`src/design/rthsv_pkg.sv`:
```
// shared types, constants and the divider step for the rgb to hsv pixel converter
// no dependencies; used by rthsv_front, rthsv_cell and rgb_to_hsv_pixel

package rthsv_pkg;

    localparam int ChanW    = 8;
    localparam int RemW     = 8;
    localparam int QuotW    = 15;
    localparam int DvdW     = RemW + QuotW;
    localparam int NumW     = 11;
    localparam int NumCells = QuotW;
    localparam int HueW     = 15;

    // 60 degrees in 1/64 degree units, and one full turn
    localparam int HueSector = 3840;
    localparam int HueTurn   = 23040;

    // saturation dividend is 255*delta scaled up so it shares the 15-bit quotient
    localparam int SatShift = QuotW - ChanW;
    localparam int SatScale = 255 * (2 ** SatShift);

    typedef struct packed {
        logic [ChanW-1:0] red;
        logic [ChanW-1:0] green;
        logic [ChanW-1:0] blue;
    } rgb_t;

    typedef struct packed {
        logic [HueW-1:0]  hue;
        logic [ChanW-1:0] saturation;
        logic [ChanW-1:0] brightness;
    } hsv_t;

    // partial remainder plus a word holding unused dividend bits and quotient bits
    typedef struct packed {
        logic [RemW-1:0]  rem;
        logic [QuotW-1:0] word;
    } div_t;

    typedef struct packed {
        div_t             hue_div;
        div_t             sat_div;
        logic [ChanW-1:0] delta;
        logic [ChanW-1:0] mx;
    } cell_t;

    typedef enum logic [1:0] {
        SECTOR_RED,
        SECTOR_GREEN,
        SECTOR_BLUE
    } sector_t;

    // one restoring step; rem < dvs holds before and after
    function automatic div_t div_step(div_t d, logic [ChanW-1:0] dvs);
        logic [RemW:0] t;
        logic [RemW:0] diff;
        logic          qbit;
        div_t          r;
        t    = {d.rem, d.word[QuotW-1]};
        diff = t - {1'b0, dvs};
        qbit = (t >= {1'b0, dvs});
        r.rem  = qbit ? diff[RemW-1:0] : t[RemW-1:0];
        r.word = {d.word[QuotW-2:0], qbit};
        return r;
    endfunction

endpackage

```
`src/design/rthsv_front.sv`:
```
// front stage: max, min, delta, hue sector numerator and both divider dividends
// depends on rthsv_pkg

module rthsv_front (
    input  logic                 clk,
    input  logic                 rst_n,
    input  logic                 in_valid,
    output logic                 in_ready,
    input  rthsv_pkg::rgb_t      in_data,
    output logic                 out_valid,
    input  logic                 out_ready,
    output rthsv_pkg::cell_t     out_data
);

    logic [rthsv_pkg::ChanW-1:0] r, g, b;
    logic [rthsv_pkg::ChanW-1:0] mx, mn, delta;
    rthsv_pkg::sector_t          sector;
    logic [rthsv_pkg::NumW-1:0]  num;
    logic [rthsv_pkg::DvdW-1:0]  hue_dvd, sat_dvd;
    rthsv_pkg::cell_t            data_next;
    rthsv_pkg::cell_t            data_reg;
    logic                        valid_reg;

    always_comb
    begin
        r = in_data.red;
        g = in_data.green;
        b = in_data.blue;
        mx = (r > g) ? r : g;
        mx = (mx > b) ? mx : b;
        mn = (r < g) ? r : g;
        mn = (mn < b) ? mn : b;
        delta = mx - mn;
    end

    always_comb
    begin
        priority if (r == mx)
            sector = rthsv_pkg::SECTOR_RED;
        else if (g == mx)
            sector = rthsv_pkg::SECTOR_GREEN;
        else
            sector = rthsv_pkg::SECTOR_BLUE;
    end

    // numerator kept non-negative: a negative red-sector value gets a full turn of 6*delta
    always_comb
    begin
        unique case (sector)
            rthsv_pkg::SECTOR_RED:
            begin
                if (g >= b)
                    num = rthsv_pkg::NumW'(g) - rthsv_pkg::NumW'(b);
                else
                    num = rthsv_pkg::NumW'(delta) * rthsv_pkg::NumW'(6)
                        - (rthsv_pkg::NumW'(b) - rthsv_pkg::NumW'(g));
            end
            rthsv_pkg::SECTOR_GREEN:
                num = rthsv_pkg::NumW'(b) + (rthsv_pkg::NumW'(delta) << 1)
                    - rthsv_pkg::NumW'(r);
            rthsv_pkg::SECTOR_BLUE:
                num = rthsv_pkg::NumW'(r) + (rthsv_pkg::NumW'(delta) << 2)
                    - rthsv_pkg::NumW'(g);
            default:
                num = '0;
        endcase
    end

    always_comb
    begin
        hue_dvd = rthsv_pkg::DvdW'(num) * rthsv_pkg::DvdW'(rthsv_pkg::HueSector);
        sat_dvd = rthsv_pkg::DvdW'(delta) * rthsv_pkg::DvdW'(rthsv_pkg::SatScale);
        data_next.hue_div.rem  = hue_dvd[rthsv_pkg::DvdW-1:rthsv_pkg::QuotW];
        data_next.hue_div.word = hue_dvd[rthsv_pkg::QuotW-1:0];
        data_next.sat_div.rem  = sat_dvd[rthsv_pkg::DvdW-1:rthsv_pkg::QuotW];
        data_next.sat_div.word = sat_dvd[rthsv_pkg::QuotW-1:0];
        data_next.delta        = delta;
        data_next.mx           = mx;
    end

    assign in_ready = !valid_reg || out_ready;

    always_ff @(posedge clk or negedge rst_n)
    begin
        if (!rst_n)
            valid_reg <= 1'b0;
        else if (in_ready)
            valid_reg <= in_valid;
    end

    always_ff @(posedge clk)
    begin
        if (in_ready && in_valid)
            data_reg <= data_next;
    end

    assign out_valid = valid_reg;
    assign out_data  = data_reg;

endmodule

```
`src/design/rthsv_cell.sv`:
```
// one divider cell: a restoring step of the hue and the saturation division per stage
// depends on rthsv_pkg

module rthsv_cell (
    input  logic                 clk,
    input  logic                 rst_n,
    input  logic                 in_valid,
    output logic                 in_ready,
    input  rthsv_pkg::cell_t     in_data,
    output logic                 out_valid,
    input  logic                 out_ready,
    output rthsv_pkg::cell_t     out_data
);

    rthsv_pkg::cell_t data_next;
    rthsv_pkg::cell_t data_reg;
    logic             valid_reg;

    always_comb
    begin
        data_next         = in_data;
        data_next.hue_div = rthsv_pkg::div_step(in_data.hue_div, in_data.delta);
        data_next.sat_div = rthsv_pkg::div_step(in_data.sat_div, in_data.mx);
    end

    assign in_ready = !valid_reg || out_ready;

    always_ff @(posedge clk or negedge rst_n)
    begin
        if (!rst_n)
            valid_reg <= 1'b0;
        else if (in_ready)
            valid_reg <= in_valid;
    end

    always_ff @(posedge clk)
    begin
        if (in_ready && in_valid)
            data_reg <= data_next;
    end

    assign out_valid = valid_reg;
    assign out_data  = data_reg;

endmodule

```
`src/design/rgb_to_hsv_pixel.sv`:
```
// top level of the rgb to hsv pixel converter
// depends on rthsv_pkg, rthsv_front and rthsv_cell
//
// usage:
//   input channel rgb (rgb_valid/rgb_ready) carries one pixel of three 8-bit
//   channels; output channel hsv (hsv_valid/hsv_ready) returns hue in 1/64
//   degree (0..23039), saturation floor(255*delta/max) and brightness = max.
//   a transaction happens on a clock edge where valid and ready are both high.
// pipeline:
//   an rgb transaction passes one front stage, then 15 divider cells, each
//   resolving one quotient bit of both divisions, before hsv_valid rises.
//   one pixel per clock while hsv_ready is high; the 16 stages hold up to 16 pixels.
// stalls:
//   each stage accepts when it is empty or its successor accepts, so bubbles
//   are squeezed out; with hsv_ready low the pipeline fills up and rgb_ready
//   falls only once all 16 stages hold pixels.
// reset:
//   rst_n low empties every stage at once; no pixel is in flight afterwards.

module rgb_to_hsv_pixel (
    input  logic             clk,
    input  logic             rst_n,
    input  logic             rgb_valid,
    output logic             rgb_ready,
    input  rthsv_pkg::rgb_t  rgb,
    output logic             hsv_valid,
    input  logic             hsv_ready,
    output rthsv_pkg::hsv_t  hsv
);

    logic             stage_valid [rthsv_pkg::NumCells+1];
    logic             stage_ready [rthsv_pkg::NumCells+1];
    rthsv_pkg::cell_t stage_data  [rthsv_pkg::NumCells+1];
    rthsv_pkg::cell_t last;

    rthsv_front u_front (
        .clk       (clk),
        .rst_n     (rst_n),
        .in_valid  (rgb_valid),
        .in_ready  (rgb_ready),
        .in_data   (rgb),
        .out_valid (stage_valid[0]),
        .out_ready (stage_ready[0]),
        .out_data  (stage_data[0])
    );

    for (genvar i = 0; i < rthsv_pkg::NumCells; i++)
    begin : g_cell
        rthsv_cell u_cell (
            .clk       (clk),
            .rst_n     (rst_n),
            .in_valid  (stage_valid[i]),
            .in_ready  (stage_ready[i]),
            .in_data   (stage_data[i]),
            .out_valid (stage_valid[i+1]),
            .out_ready (stage_ready[i+1]),
            .out_data  (stage_data[i+1])
        );
    end

    assign last = stage_data[rthsv_pkg::NumCells];
    assign stage_ready[rthsv_pkg::NumCells] = hsv_ready;
    assign hsv_valid = stage_valid[rthsv_pkg::NumCells];

    // gray pixel: the hue division ran on a zero divisor, force hue and saturation to 0
    always_comb
    begin
        hsv.brightness = last.mx;
        if (last.delta == '0)
        begin
            hsv.hue        = '0;
            hsv.saturation = '0;
        end
        else
        begin
            hsv.hue        = last.hue_div.word;
            hsv.saturation = last.sat_div.word[rthsv_pkg::SatShift +: rthsv_pkg::ChanW];
        end
    end

    a_hue_range: assert property (@(posedge clk) disable iff (!rst_n)
        hsv_valid |-> (hsv.hue < rthsv_pkg::HueW'(rthsv_pkg::HueTurn)))
        else $error("hue outside one turn");

    a_gray_hue: assert property (@(posedge clk) disable iff (!rst_n)
        hsv_valid && (hsv.saturation == '0) |-> (hsv.hue == '0))
        else $error("zero saturation with nonzero hue");

    a_black_sat: assert property (@(posedge clk) disable iff (!rst_n)
        hsv_valid && (hsv.brightness == '0) |-> (hsv.saturation == '0))
        else $error("black pixel with nonzero saturation");

    a_ready_chain: assert property (@(posedge clk) disable iff (!rst_n)
        hsv_ready |-> rgb_ready)
        else $error("input stalled while output accepts");

    a_enter: assert property (@(posedge clk) disable iff (!rst_n)
        rgb_valid && rgb_ready |=> stage_valid[0])
        else $error("accepted pixel missing from front stage");

endmodule

```
`config.mk`:
```
export PLATFORM = sky130hd
export DESIGN_NAME = rgb_to_hsv_pixel
export DESIGN_NICKNAME = d
export VERILOG_FILES = /design/src/design/rthsv_pkg.sv /design/src/design/rthsv_front.sv /design/src/design/rthsv_cell.sv /design/src/design/rgb_to_hsv_pixel.sv
export SDC_FILE = /design/constraint.sdc
export NUM_CORES = 1
export LEC_CHECK = 0
export BUFFER_PORTS_ARGS = -buffer_cell sky130_fd_sc_hd__buf_2
export CORE_ASPECT_RATIO = 1.4
export CORE_MARGIN = 1
export CORE_UTILIZATION = 53
export CTS_BUF_LIST = sky130_fd_sc_hd__clkbuf_16
export DETAILED_ROUTE_END_ITERATION = 10
export GPL_ROUTABILITY_DRIVEN = 0
export MAX_ROUTING_LAYER = met4
export PLACE_DENSITY = 0.68
export SYNTH_ARGS = -nofsm -noshare
export SYNTH_HDL_FRONTEND = slang
export SYNTH_HIERARCHICAL = 1
export SYNTH_SLANG_ARGS = --single-unit
```
`constraint.sdc`:
```
create_clock -name clk -period 11.89 [get_ports clk]
set_input_delay 2.378 -clock clk [delete_from_list [all_inputs] [get_ports clk]]
set_output_delay 2.378 -clock clk [all_outputs]
set_load 0.005 [all_outputs]
```
# == Yosys cells after proc, flatten, opt, wreduce, memory -nomap -nowiden ==
# Index checks and enable logic that the tools add are counted.
# classes
n_addsub,36
multipliers,3
n_div,0
magnitude_cmp,35
eq_ne,4
shifts,0
muxes,37
bitwise_logic,0
n_reduce_logical,50
# op_table
op,n
>= comparator 9 x 8 -> 1 bit,30
2-to-1 mux 8 bit,32
subtractor 8 bit,29
one-hot mux 11 bit (3 select lines),1
2-to-1 mux 23 bit,1
subtractor 11 x 8 -> 11 bit,2
subtractor 8 x 8 -> 9 bit,2
== test 8 bit,2
> comparator 8 bit,2
logical AND 1 bit,16
logical NOT 1 bit,16
logical OR 1 bit,16
less-than comparator 8 bit,2
"multiplier 8 x 8 -> 16 bit, second input constant",1
"multiplier 11 x 4 -> 15 bit, second input constant",1
adder 8 x 10 -> 11 bit,1
2-to-1 mux 11 bit,1
subtractor 11 bit,1
adder 8 x 9 -> 10 bit,1
"multiplier 8 x 2 -> 10 bit, second input constant",1
>= comparator 8 bit,1
logical NOT 8 bit,1
2-to-1 mux 2 bit,2
"== test 2 x 1 -> 1 bit, second input constant",1
other kinds (2),2
# word_totals
regBits,816
latch_bits,0
mem_bits_rw,0
rom_bits,0
inputBits,28
output_inout_bits,33
wordCells,288
n_memories,0

# == Logic depth before layout (Yosys ltp) ==
# Gate-level depths: netlist of the first run.
# logic_depth
depth_word,18
depth_mapped,53
mapped_depth_nobuf,49

# == By module ==
# The synthesis of the first run kept the hierarchy.
# modules_own_cells
module,instances,cells_per_inst,area_each_um2,seq_area_each_um2
rthsv_cell at g_cell[0].u_cell ...,9,195,2876.5,1886.8
rthsv_cell at g_cell[1].u_cell ...,4,200,2911.5,1886.8
rthsv_front,1,916,8331.7,1406.3
rthsv_cell at g_cell[14].u_cell,1,196,2904.0,1886.8
rthsv_cell at g_cell[5].u_cell,1,201,2894.0,1886.8
rgb_to_hsv_pixel,1,29,271.5,0.0

# == Worst setup path after synthesis of the first run ==
# OpenSTA, ideal clock, no wires.
# synth_path
path_type,input port to flip-flop
start,in rgb[16] in the netlist's numbering
end,"reg u_front.data_reg, in the netlist u_front/out_data[61], data pin"
arrival_time_ps,11710
path_slack_ps,-78
stages,47
path_buffers,4
cell_sequence,inv_1 -> ha_1 -> fa_1 -> nand3b_1 -> a21o_1 -> buf_6 -> a21oi_2 -> buf_2 -> mux2i_1 -> inv_1 -> ha_1 -> a21oi_1 -> o2111ai_1 -> and2_0 -> clkbuf_1 -> clkbuf_1 -> nor2_1 -> a21oi_1 -> [... 11 more ...] -> a21oi_1 -> o21ai_0 -> a21o_1 -> a21oi_1 -> xnor2_1 -> a21oi_1 -> nand2_1 -> o21ai_1 -> fa_1 -> fa_1 -> inv_1 -> ha_1 -> nor2b_1 -> o21a_1 -> o21ai_0 -> nand2b_1 -> a21oi_1 -> xnor2_1
# synth_between
elab_chain_len,10
# synth_lines
item,line_no,rtl
start: declaration,rgb_to_hsv_pixel.sv:25,"input rthsv_pkg::rgb_t rgb,"
> comparator 8 bit,rthsv_front.sv:29,mx = (r > g) ? r : g;
2-to-1 mux 8 bit (*),rthsv_front.sv:29,
> comparator 8 bit,rthsv_front.sv:30,mx = (mx > b) ? mx : b;
2-to-1 mux 8 bit (*),rthsv_front.sv:30,
"net u_front.mx, one bit",rthsv_front.sv:16,"logic [rthsv_pkg::ChanW-1:0] mx, mn, delta;"
subtractor 8 bit (*),rthsv_front.sv:33,delta = mx - mn;
"net u_front.delta, one bit",rthsv_front.sv:16,
multiplier 8 x 2 -> 10 bit,rthsv_front.sv:55,num = rthsv_pkg::NumW'(delta) * rthsv_pkg::NumW'(6)
subtractor 11 bit,rthsv_front.sv:56,- (rthsv_pkg::NumW'(b) - rthsv_pkg::NumW'(g));
2-to-1 mux 11 bit,rthsv_front.sv:52,if (g >= b)
one-hot mux 11 bit (3 select lines) (*),rthsv_front.sv:49,unique case (sector)
multiplier 11 x 4 -> 15 bit (*),rthsv_front.sv:71,hue_dvd = rthsv_pkg::DvdW'(num) * rthsv_pkg::DvdW'(rthsv_pkg::HueSector);
"net u_front.hue_dvd, one bit",rthsv_front.sv:19,"logic [rthsv_pkg::DvdW-1:0] hue_dvd, sat_dvd;"
end signal: assignment,rthsv_front.sv:94,data_reg <= data_next;
end: declaration,rthsv_front.sv:21,rthsv_pkg::cell_t data_reg;
# Mark *: on every way through the listed nets, which the timed path passes. The rest lies on a longest branch.
# A chain may end at the register's enable or synchronous reset.

# == Final worst setup path of the first run ==
# Ends and elaborated chain as after synthesis.

==> results of run 1 <==
==> sequential cells by signal, summed over array words and instances, names as in the netlist <==
register,flops
u_front/out_valid,1
g_cell.u_cell/out_valid,15
u_front/out_data,46
g_cell.u_cell/out_data,753
==> cell type report <==
cell class	instances	area, um2	share of cell area [%]
Inverter	427	1610	3.39
Clock buffer	79	1980	4.18
Multi-Input combinational cell	1908	16500	34.9
Clock inverter	60	756	1.60
Tap cell	1054	1320	2.79
Sequential cell	815	24400	51.5
Timing Repair Buffer	120	751	1.59
==> stage by stage <==
| stage | worst slack (ps) | cells | cell area, um2 |
|---|---|---|---|
| 2_1_floorplan | 99.3 | 3196 | 42700 |
| 6_report | 513 | 4463 | 47300 |
| 5_1_grt | 25.0 | 4463 | 47300 |
| 4_1_cts | 461 | 4463 | 47300 |
| 3_5_place_dp | -176 | 4324 | 44500 |
| 3_3_place_gp | 43.0 | 4324 | 44500 |
==> worst max-delay path, delay by kind of cell <==
kind | cells | cell delay (ps)
AO/OA/AOI/OAI | 17 | 2830
XOR/XNOR | 4 | 580
AND/OR/NAND/NOR | 5 | 720
buffers and inverters | 12 | 1400
adder cells (fa/ha/maj) | 10 | 3830
==> layout by cell type (no fill, tap or decap), types with 68 or more instances in the layout <==
cell type	instances
edfxtp_1	799
inv_1	422
ha_1	318
a21oi_1	173
nor2_1	122
xnor2_1	116
mux2_2	110
nand2_1	83
fa_1	81
clkbuf_16	79
o21ai_0	79
a21o_1	74
nand2b_1	74
mux2i_1	70
nor3_1	68
==> routing by layer <==
metal  GRT usage, %  up-vias  routed length [um]
met5              -        -                   0
met2           40.5      652               45800
li1               -    12000                   -
met1           17.3    12200               26400
met3           2.84      328                2720
met4           13.2        0                5160
==> worst min path at each step <==
stage	from	end	slack, ps	cells past startpoint
finish	g_cell[4].u_cell/out_data[49]	g_cell[5].u_cell/out_data[50]	400	0
global route	g_cell[0].u_cell/out_data[39]	g_cell[1].u_cell/out_data[40]	400	0
CTS	g_cell[0].u_cell/out_data[39]	g_cell[1].u_cell/out_data[40]	400	0
detailed placement	u_front/out_data[29]	g_cell[0].u_cell/out_data[30]	400	0
global placement	g_cell[2].u_cell/out_data[48]	g_cell[3].u_cell/out_data[49]	400	0
floorplan	u_front/out_data[24]	g_cell[0].u_cell/out_data[25]	400	0
==> results.md, run 1 <==
- Slew of the pin with the lowest slew margin: roughly 1100 ps
- Die area: 81700 um2
- Crit path kind: in -> reg
- Nets: 3778
- Post-Route Skew: 24.3 ps
- CP dominant cell by count: a21oi_1
- CTS tree: built
- Hold WC Path Type: reg -> reg
- Cell at the slowest stage of the critical path: fa_1
- Gr ovfl total: 0
- YS warnings: 6
- Cells on worst reg2reg path: 18
- Area of the core: ~79000 um2
- Worst path required time: approximately 12000 ps
- Total track usage: 20.3%
- Worst Setup End Kind: flop
- Antenna violations before repair: 0
- First-pass GRT wire length: 129 mm
- Syn Area/Cell: 13.4 um2
- Final core utilization: 59.6%
- Worst reg2reg path endpoint: u_front/out_data[37]
- Vert. Die Dim: 338 um
- Vias in the first global route: 27100
- Netlist Area Pre-Place: 42700 um2
- Drt via density: 5.64
- Crit Path Max Fanout: 13
- Clk sinks: around 800
- MaxCap Viol Count: 0
- Setup crit end: u_front/out_data[61]
- Final Hold Viols: 0
- Setup crit start kind: input pin
- Reg2Reg Launch Point: g_cell[14].u_cell/out_valid
- Num CTS Buffers: 77
- Final ANT Viol Nets: 0
- Hold WS: 396 ps
- Setup tns final: 0 ps
- 1st-iter DRT viols: 1144
- # diodes: 0
- Final setup fails: 0
- Status: completed
- FMAX: roughly 0.088 GHz
- Post-CTS setup buffers: 0
- Share of layout cells above drive strength 1: 14.1%
- Vias: 25200
- Routed WL per cell: between 15 and 20 um
- CTS clock-pin slew for the worst setup and hold paths: 60 ps
- Initial Utilization: between 50% and 60%
- DR pass1 iterations: 6
- Fin. max-slew vios: 0
- PortBufs: 60
- Period utilization: 95.7%
- P&R area growth vs syn: 10.9%
- Largest net degree at the start of global routing: 56
- CTS max path bufs: 3
- Crit. Startpoint: rgb[16]
- CP arrival: 11750 ps
- Clk_lat worst skew: 620 ps
- DRC Markers: 0
- HPWL after DPL: 60.8 mm
- Synthesized instance count: 3189
- Filler Cell Count: around 6000
- RSZ-0062 raised after global routing: no
- Wirelength, routed: 80.0 mm
- # hold bufs at CTS: 0
- Floorplan row count: 122
- Die extent in x: about 240 um
- Peak per-stage delay on the critical path: 530 ps
- Slew Limit Headroom: approximately a quarter
- IO Pins: 61
- Reg2Reg Setup Slack: between 7000 and 8000 ps
- H-tree depth: 3
- Post-CTS Resized: 0
- Final min period: roughly 11000 ps
- CTS root buf: clkbuf_16
Power of run 1 is not shown: default switching activity piles up to over one toggle a cycle in this logic, so the estimate is an artifact.
==> inputs of run 2 (changes only) <==
Settings changed: CTS_BUF_LIST sky130_fd_sc_hd__clkbuf_16 to unset.
==> results.md, run 2 (synthesized netlist as in run 1, its figures left out) <==
- Bufs and invs on worst path: 12
- Largest net degree at the start of global routing: 56
- CP arrival: 11740 ps
- Hold WS: 397 ps
- Slew of the pin with the lowest slew margin: 1130 ps
- PortBufs: 60
- Register area: around 24000 um2
- H-tree depth: 3
- Drt via density: ~5.6
- Worst Setup End Kind: flop
- Final setup fails: 0
- Post-Route Skew: 24.3 ps
- IO Pins: just over 60
- Setup crit start kind: input pin
- Top Metal Used: met4
- First-pass GRT wire length: 129 mm
- MaxCap Viol Count: 0
- Routed WL per cell: 17.9 um
- Cell at the slowest stage of the critical path: fa_1
- Crit path kind: in -> reg
- Fin. max-slew vios: 0
- Vias: 25200
- Share of layout cells above drive strength 1: 14.1%
- Final ANT Viol Nets: 0
- Most frequent cells in the layout: 799 x edfxtp_1, 413 x inv_1, 318 x ha_1
- P&R area growth vs syn: 10.9%
- Worst path required time: 12260 ps
- Num CTS Buffers: slightly below 80
- Post-CTS setup buffers: 0
- RSZ-0062 raised after global routing: no
- Filler Cell Count: ~6000
- Final Hold Viols: 0
- Multi-input gate area: 16500 um2
- Wirelength, routed: 80.0 mm
- DR pass1 iterations: 5
- Clk sinks: 815
- Vert. Die Dim: 338 um
- Total track usage: 20.3%
- # diodes: 0
- Slew Limit Headroom: between 20% and 30%
- CTS max path bufs: 3
- Most common cell after layout, fill and taps aside: edfxtp_1
- CTS clock-pin slew for the worst setup and hold paths: 60 ps
- DRC Markers: 0
- CTS tree: built
- Initial Utilization: 53.8%
- Detail Route met2 WL: 45.8 mm
- FMAX: 0.0880 GHz
- Top delay family on crit path: adder cells
- Status: completed
- Hold WC Path Type: reg -> reg
- Final worst slack: 521 ps
- Crit Path Max Fanout: 13
- Finished Cell Area: 47300 um2
- Die area: 81700 um2
- Die extent in x: 242 um
- Gr ovfl total: 0
- Number of flip-flops in the largest register: 753
- DP Area: 44500 um2
- Detailed-routed wire length on met3: 2.71 mm
- Setup WS pre-CTS: -176 ps
- Antenna violations before repair: 0
- HPWL after DPL: 60.8 mm
- Vias in the first global route: 27100
- Clk_lat worst skew: slightly above 600 ps
- 1st-iter DRT viols: 1148
- Final min period: 11370 ps
- Period utilization: a little over nine tenths
- Peak per-stage delay on the critical path: between 500 and 600 ps
- Area of the core: 79400 um2
- Floorplan row count: 122
- Nets: 3778
- M1 WL: roughly 26 mm
- CP dominant cell by count: a21oi_1
- CTS root buf: clkbuf_16
[run 2: timing repair]
item,CTS,global route
resized for setup,0,10
endpoints found under the setup margin,0,2
hold buffers,0,0
[run 2: per-layer routing]
layer	up-vias	GRT usage (%)
li1	12000	-
met1	12200	17.3
met2	656	40.5
met3	329	2.84
met4	0	13.2
met5	-	-
[run 2: final timing paths]
| check | startpoint | end | slack [ps] | depth (start not counted) |
|---|---|---|---|---|
| max | rgb[16] | u_front/out_data[61] | 520 | 48 |
| max reg2reg | g_cell[14].u_cell/out_valid | u_front/out_data[37] | 7840 | 18 |
| min reg2reg | g_cell[4].u_cell/out_data[49] | g_cell[5].u_cell/out_data[50] | 400 | 0 |
| min | g_cell[4].u_cell/out_data[49] | g_cell[5].u_cell/out_data[50] | 400 | 0 |
| min in group asynchronous | rst_n | u_front/out_valid | 1660 | 1 |
| max in group asynchronous | rst_n | g_cell[13].u_cell/out_valid | 9940 | 1 |
[run 2: cell type report]
cell class	count	share of cell area (%)
timing repair buffer	120	1.59
inverter	427	3.39
tap	1054	2.79
multi-input combinational	1908	34.9
clock inverter	51	1.53
sequential	815	51.5
clock buffer	88	4.25
[run 2: stage by stage]
stage	std cells	TNS [ps]	utilization, %
final	4463	0	59.6
after global routing	4463	0	59.6
after CTS	4463	0	59.6
after detailed placement	4324	-176	56.1
after global placement	4324	0	56.1
after floorplan	3196	0	-
Power of run 2 is left out for the same reason.
